<file path="config.mk">
export PLATFORM = sky130hd
export DESIGN_NAME = send_on_delta_store_filter_unit
export DESIGN_NICKNAME = d
export VERILOG_FILES = /design/src/hdl/sodsf_pkg.sv /design/src/hdl/sodsf_decide.sv /design/src/hdl/send_on_delta_store_filter_unit.sv
export SDC_FILE = /design/constraint.sdc
export NUM_CORES = 1
export LEC_CHECK = 0
export ABC_AREA = 1
export BUFFER_PORTS_ARGS = -buffer_cell sky130_fd_sc_hd__buf_2
export CORE_AREA = 2 2 170 172
export CTS_CLUSTER_SIZE = 24
export DETAILED_ROUTE_END_ITERATION = 6
export DIE_AREA = 0 0 172 174
export PLACE_DENSITY_LB_ADDON = 0.12
export SLEW_MARGIN = 5
export SYNTH_ARGS = -nofsm -noshare
export SYNTH_HDL_FRONTEND = slang
export SYNTH_SLANG_ARGS = --single-unit
export TNS_END_PERCENT = 20
</file>
<file path="constraint.sdc">
create_clock -name clock -period 4.2 [get_ports clock]
set_input_delay 0.84 -clock clock [delete_from_list [all_inputs] [get_ports clock]]
set_output_delay 0.84 -clock clock [all_outputs]
set_load 0.005 [all_outputs]
</file>
<file path="src/hdl/sodsf_pkg.sv">
// shared types and constants of the send-on-delta store filter
package sodsf_pkg;

   localparam int TempWidth     = 16;
   localparam int PowerWidth    = 19;
   localparam int CsrDataWidth  = 19;
   localparam int CsrIndexWidth = 3;

   typedef enum logic [1:0] {
      MODE_ALWAYS    = 2'd0,
      MODE_THRESHOLD = 2'd1,
      MODE_DELTA     = 2'd2
   } mode_type;

   localparam logic [CsrIndexWidth-1:0] REG_STORAGE_MODE    = 3'd0;
   localparam logic [CsrIndexWidth-1:0] REG_COLD_PRESENT    = 3'd1;
   localparam logic [CsrIndexWidth-1:0] REG_HOT_PRESENT     = 3'd2;
   localparam logic [CsrIndexWidth-1:0] REG_POWER_PRESENT   = 3'd3;
   localparam logic [CsrIndexWidth-1:0] REG_TEMP_THRESHOLD  = 3'd4;
   localparam logic [CsrIndexWidth-1:0] REG_POWER_THRESHOLD = 3'd5;

   typedef struct packed {
      mode_type                mode;
      logic                    cold_present;
      logic                    hot_present;
      logic                    power_present;
      logic [TempWidth-1:0]    temp_threshold;
      logic [PowerWidth-1:0]   power_threshold;
   } cfg_type;

   typedef struct packed {
      logic signed [TempWidth-1:0] cold;
      logic signed [TempWidth-1:0] hot;
      logic [PowerWidth-1:0]       power;
   } point_type;

endpackage

</file>
<file path="src/hdl/sodsf_decide.sv">
// store decision of one measurement against the last stored point
module sodsf_decide (
   input  sodsf_pkg::cfg_type   cfg,
   input  sodsf_pkg::point_type sample,
   input  sodsf_pkg::point_type last,
   output logic                 store
);

   logic signed [sodsf_pkg::TempWidth:0] cold_diff;
   logic signed [sodsf_pkg::TempWidth:0] hot_diff;
   logic [sodsf_pkg::TempWidth:0]        cold_dist;
   logic [sodsf_pkg::TempWidth:0]        hot_dist;
   logic [sodsf_pkg::TempWidth:0]        temp_thr;
   logic [sodsf_pkg::PowerWidth-1:0]     power_dist;
   logic                                 power_above;
   logic                                 last_above;

   assign cold_diff = {sample.cold[sodsf_pkg::TempWidth-1], sample.cold}
                    - {last.cold[sodsf_pkg::TempWidth-1], last.cold};
   assign hot_diff  = {sample.hot[sodsf_pkg::TempWidth-1], sample.hot}
                    - {last.hot[sodsf_pkg::TempWidth-1], last.hot};

   assign cold_dist = cold_diff[sodsf_pkg::TempWidth] ? (sodsf_pkg::TempWidth+1)'(-cold_diff)
                                                      : (sodsf_pkg::TempWidth+1)'(cold_diff);
   assign hot_dist  = hot_diff[sodsf_pkg::TempWidth] ? (sodsf_pkg::TempWidth+1)'(-hot_diff)
                                                     : (sodsf_pkg::TempWidth+1)'(hot_diff);
   assign temp_thr  = {1'b0, cfg.temp_threshold};

   assign power_dist = (sample.power >= last.power) ? (sample.power - last.power)
                                                    : (last.power - sample.power);
   assign power_above = sample.power > cfg.power_threshold;
   assign last_above  = last.power > cfg.power_threshold;

   always_comb begin
      unique case (cfg.mode)
         sodsf_pkg::MODE_THRESHOLD: begin
            store = (cfg.cold_present && (cold_dist > temp_thr))
                 || (cfg.hot_present && (hot_dist > temp_thr))
                 || (cfg.power_present && (power_above != last_above));
         end
         sodsf_pkg::MODE_DELTA: begin
            store = (cfg.cold_present && (cold_dist >= temp_thr))
                 || (cfg.hot_present && (hot_dist >= temp_thr))
                 || (cfg.power_present && (power_dist >= cfg.power_threshold));
         end
         default: begin
            store = 1'b1;
         end
      endcase
   end

endmodule

</file>
<file path="src/hdl/send_on_delta_store_filter_unit.sv">
// Send-on-delta store filter: each measurement (cold temperature, hot temperature,
// power in tenths) is compared with the last stored point and the block reports
// whether it is stored; a stored measurement replaces the last point. An item
// goes from the input register through the decision into the result register;
// one item is taken every cycle unless req_stall holds it. The last point is
// updated in the same cycle its decision is made, so the next item sees it at
// once. Stall on the result side holds the result register and backs up into
// the input register before the input stalls. Configuration registers are
// written through csr_we/csr_index/csr_wdata, by the user only while the block
// is idle (the block does not enforce it); reset clears them and the last point to zero.
module send_on_delta_store_filter_unit (
   input  logic                                    clock,
   input  logic                                    reset,
   input  logic                                    req_valid,
   output logic                                    req_stall,
   input  logic signed [sodsf_pkg::TempWidth-1:0]  req_cold_temp,
   input  logic signed [sodsf_pkg::TempWidth-1:0]  req_hot_temp,
   input  logic [sodsf_pkg::PowerWidth-1:0]        req_power_level,
   output logic                                    rsp_valid,
   input  logic                                    rsp_stall,
   output logic                                    rsp_store,
   input  logic                                    csr_we,
   input  logic [sodsf_pkg::CsrIndexWidth-1:0]     csr_index,
   input  logic [sodsf_pkg::CsrDataWidth-1:0]      csr_wdata
);

   sodsf_pkg::cfg_type   cfg_ff, cfg_in;
   sodsf_pkg::point_type s1_ff, s1_in;
   sodsf_pkg::point_type last_ff, last_in;
   logic                 s1_valid_ff, s1_valid_in;
   logic                 rsp_valid_ff, rsp_valid_in;
   logic                 rsp_store_ff, rsp_store_in;
   logic                 rsp_load;
   logic                 s1_move;
   logic                 req_xfer;
   logic                 store;

   assign rsp_load  = !rsp_valid_ff || !rsp_stall;
   assign s1_move   = s1_valid_ff && rsp_load;
   assign req_stall = reset || (s1_valid_ff && !rsp_load);
   assign req_xfer  = req_valid && !req_stall;

   sodsf_decide u_decide (
      .cfg    (cfg_ff),
      .sample (s1_ff),
      .last   (last_ff),
      .store  (store)
   );

   always_comb begin
      cfg_in = cfg_ff;
      if (csr_we) begin
         unique case (csr_index)
            sodsf_pkg::REG_STORAGE_MODE:    cfg_in.mode = sodsf_pkg::mode_type'(csr_wdata[1:0]);
            sodsf_pkg::REG_COLD_PRESENT:    cfg_in.cold_present = csr_wdata[0];
            sodsf_pkg::REG_HOT_PRESENT:     cfg_in.hot_present = csr_wdata[0];
            sodsf_pkg::REG_POWER_PRESENT:   cfg_in.power_present = csr_wdata[0];
            sodsf_pkg::REG_TEMP_THRESHOLD:
               cfg_in.temp_threshold = csr_wdata[sodsf_pkg::TempWidth-1:0];
            sodsf_pkg::REG_POWER_THRESHOLD:
               cfg_in.power_threshold = csr_wdata[sodsf_pkg::PowerWidth-1:0];
            default: cfg_in = cfg_ff;
         endcase
      end
   end

   always_comb begin
      s1_valid_in  = req_xfer || (s1_valid_ff && !s1_move);
      s1_in        = s1_ff;
      if (req_xfer) begin
         s1_in.cold  = req_cold_temp;
         s1_in.hot   = req_hot_temp;
         s1_in.power = req_power_level;
      end
      rsp_valid_in = s1_move || (rsp_valid_ff && rsp_stall);
      rsp_store_in = s1_move ? store : rsp_store_ff;
      last_in      = (s1_move && store) ? s1_ff : last_ff;
   end

   always_ff @(posedge clock) begin
      if (reset) begin
         cfg_ff       <= '0;
         last_ff      <= '0;
         s1_valid_ff  <= 1'b0;
         rsp_valid_ff <= 1'b0;
      end else begin
         cfg_ff       <= cfg_in;
         last_ff      <= last_in;
         s1_valid_ff  <= s1_valid_in;
         rsp_valid_ff <= rsp_valid_in;
      end
   end

   always_ff @(posedge clock) begin
      s1_ff        <= s1_in;
      rsp_store_ff <= rsp_store_in;
   end

   assign rsp_valid = rsp_valid_ff;
   assign rsp_store = rsp_store_ff;

endmodule

</file>
==> flow_metrics.env <==
export IMPL_vias=12341
export IMPL_synth_most_common_cell="nand2_1"
export IMPL_vias_per_cell=4.919
export IMPL_sw_frac_of_total_pct=36.93
export IMPL_end_kind="flop"
export IMPL_synth_top_family_by_area="simple AND/OR/NAND/NOR gates"
export IMPL_timing_reg2reg_setup_slack_ns=-0.32
export IMPL_syn_area_per_cell_um2=7.100
export IMPL_synth_top_area_share_pct=16.34
export IMPL_holdCritPathClass="reg -> reg"
export IMPL_pre_cts_slack_ns=-0.5003
export IMPL_hold_viol=0
export IMPL_crit_required_ns=4.58
export IMPL_crit_slowest_cell="dfxtp_1"
export IMPL_synth_seq_area_share_pct=27.60
export IMPL_grt_pass1_wl_um=57780
export IMPL_post_route_period_util_pct=107.6
export IMPL_syn_area_um2=12400
export IMPL_crit_fanout=20
export IMPL_maxSlewViolCount=0
export IMPL_ys_top_cells_by_count="355 x nand2_1, 312 x inv_1, 171 x a21oi_1"
export IMPL_power_share_clock_pct=26.8
export IMPL_antenna_cells=0
export IMPL_synthXorXnorAreaFrac_pct=4.075
export IMPL_critical_path_top_delay_family="compound AO/OA/AOI/OAI gates"
export IMPL_grt_pass1_vias=11669
export IMPL_setup_worst_path_start_class="flop"
export IMPL_synth_area_top_cells="ha_1 16%, dfxtp_1 15%, edfxtp_1 13%, nand2_1 11%, inv_1 9.4%"
export IMPL_overflow=0
export IMPL_synth_edf_count=52
export IMPL_clk_pin_slew_ns=0.07
export IMPL_cts_buffers=17
export IMPL_worst_pin_slew_ns=0.9421
export IMPL_dieArea_um2=29930
export IMPL_cts_max_level=4
export IMPL_synth_cell_type_count=51
export IMPL_dr_pass1_iters=5
export IMPL_min_from="last_ff[41]"
export IMPL_initial_utilization_pct=43.93
export IMPL_p_leak_nw=8.201
export IMPL_fin_nets=2356
export IMPL_drc=0
export IMPL_synth_largest_area_cell="ha_1"
export IMPL_path_class="reg -> reg"
export IMPL_synth_fp_nets=1991
export IMPL_reg2reg_from="last_ff[5]"
export IMPL_synthAdderAreaFrac_pct=16.99
export IMPL_worst_endpoint_arrival_ns=4.90
export IMPL_slew_headroom_pct=37.19
export IMPL_root_buffer="clkbuf_16"
export IMPL_dp_hpwl_um=28380
export IMPL_setup_viol=52
export IMPL_startpoint="last_ff[5]"
export IMPL_setup_ws_ns=-0.3202
export IMPL_clockBufferDepth=2
export IMPL_ant_nets=0
export IMPL_async_flop_share_pct=0
export IMPL_num_rows=62
export IMPL_synth_seq_cells=145
export IMPL_initialDrtViolationCount=639
export IMPL_core_area_um2=28240
export IMPL_synth_compound_area_share_pct=15.28
export IMPL_pin_count=81
export IMPL_drive_gt1_share_pct=27.62
export IMPL_post_route_min_period_ns=4.520
export IMPL_yosysWarnings=0
export IMPL_cp_num_buf_inv=6
export IMPL_hold_slack_ns=0.4757
export IMPL_status="complete, but fails checks"
export IMPL_power_switching_mw=2.102
export IMPL_yosys_area_share_simple_pct=23.45
export IMPL_failed_checks="setup timing"
export IMPL_cts_sinks=145
export IMPL_place_gp_congestion=0.9106
export IMPL_die_x_um=172
export IMPL_clock_skew_ns=0.01391
export IMPL_p_int_mw=3.591
export IMPL_crit_top_cell="nand2_1"
export IMPL_dieHeight_um=174
export IMPL_wl_per_cell_um=14.69
export IMPL_rsz0062_at_grt="true"
export IMPL_seqPwrFrac_pct=27.9
export IMPL_ys_flop_type="dfxtp_1"
export IMPL_cts_tree="done"
export IMPL_cpPeakStageDelay_ns=0.42
export IMPL_area_growth_pct=34.72
export IMPL_fmax_mhz=221.2
export IMPL_synthMuxAreaShare_pct=0.6961
export IMPL_power_density_nw_per_um2=340.7
export IMPL_netlist_instances=1747
export IMPL_port_buffers=80
export IMPL_drv_cap=0
export IMPL_p_comb_share_pct=45.3
export IMPL_fin_setup_tns_ns=-14.61
export IMPL_peakVddDrop_v=0.0002787
export IMPL_grt_max_degree=104
export IMPL_wl_um=36870
export IMPL_clock_latency_ns=0.45
export IMPL_grtUsageTotal_pct=24.58
export IMPL_grt_antenna_before_repair=0
export IMPL_p_total_mw=5.694
## power groups by stage
stage	sequential, mW	clock [mW]	combinational (mW)
after floorplan	1.61	0	1.44
after global placement	1.61	0	2.28
after detailed placement	1.61	0	2.31
after CTS	1.58	1.56	2.40
after global routing	1.60	1.61	2.90
final	1.59	1.53	2.58
## cell type report
cell class,count,area [um^2]
clock buffer,18,439.2
clock inverter,14,130.1
fill,2720,11530
inverter,318,1194
multi-input combinational,1240,8073
sequential,145,3423
tap,384,480.5
timing repair buffer,390,2970
## cell usage in the layout, fill, tap and decap left out, drive strengths merged, types with 2 or more instances in the layout
cell type,instances
xnor2,15
clkinvlp,3
edfxtp,52
o2111ai,4
o21bai,3
mux2i,3
xor2,41
nor2,138
o211ai,4
nand3,115
and2,3
mux2,5
or2,2
fa,4
nand3b,9
nor3,9
nand4,30
a21o,2
a21oi,200
a31oi,7
nor4,6
clkbuf,22
o21a,5
o21ai,97
nand2,363
clkinv,7
dfxtp,93
ha,162
a221oi,2
buf,386
inv,321
a211oi,4
## timing repair
| item | CTS | global route |
|---|---|---|
| setup endpoints to repair | 52 | 52 |
| hold buffers | 0 | 0 |
| pin swaps | 15 | 59 |
| gates cloned | 1 | 4 |
| buffers inserted | 11 | 21 |
| resized for setup | 51 | 86 |
## state kept, by name (all words and copies together) (netlist names)
name	cells
last_ff	51
s1_ff	51
cfg_ff	40
rsp_store	1
rsp_valid	1
s1_valid_ff	1
## worst register-to-register path: cells and delay by family (launching register included)
kind,cells,cell delay [ns]
AND/OR/NAND/NOR,11,0.93
flip-flops,1,0.42
XOR/XNOR,1,0.15
AO/OA/AOI/OAI,12,1.62
buffers and inverters,6,0.86
adder cells (fa/ha/maj),2,0.45
## metrics by stage
stage | std cells | util (%) | instance area, um^2
CTS | 2484 | 56.87 | 16060
global route | 2509 | 59.18 | 16710
detailed placement | 2440 | 53.70 | 15160
global placement | 2440 | 53.70 | 15160
floorplan | 1747 | - | 12400
finish | 2509 | 59.18 | 16710
## kinds of logic (layout without fill, tap and decap cells)
| kind of cell | after synthesis | in the layout |
|---|---|---|
| simple gates | 676 | 676 |
| buf+inv | 362 | 740 |
| compound gates | 334 | 334 |
| fa+ha+maj | 166 | 166 |
| flops | 145 | 145 |
| xor+xnor | 56 | 56 |
| mux | 8 | 8 |
## layer usage
| metal | global-route usage, % | part of all wire, % | vias to the layer above |
|---|---|---|---|
| li1 | - | - | 6453 |
| met1 | 29.56 | 44 | 5660 |
| met2 | 44.63 | 51 | 175 |
| met3 | 3.188 | 2.8 | 53 |
| met4 | 8.368 | 2.8 | 0 |
| met5 | 0 | 0 | - |
## worst paths after layout
check,to,cells after the start
worst max register to register,last_ff[16],32
worst min-delay path,last_ff[41],2
worst min register to register,last_ff[41],2
worst max-delay path,last_ff[16],32
(Power assumes the default switching activity.)
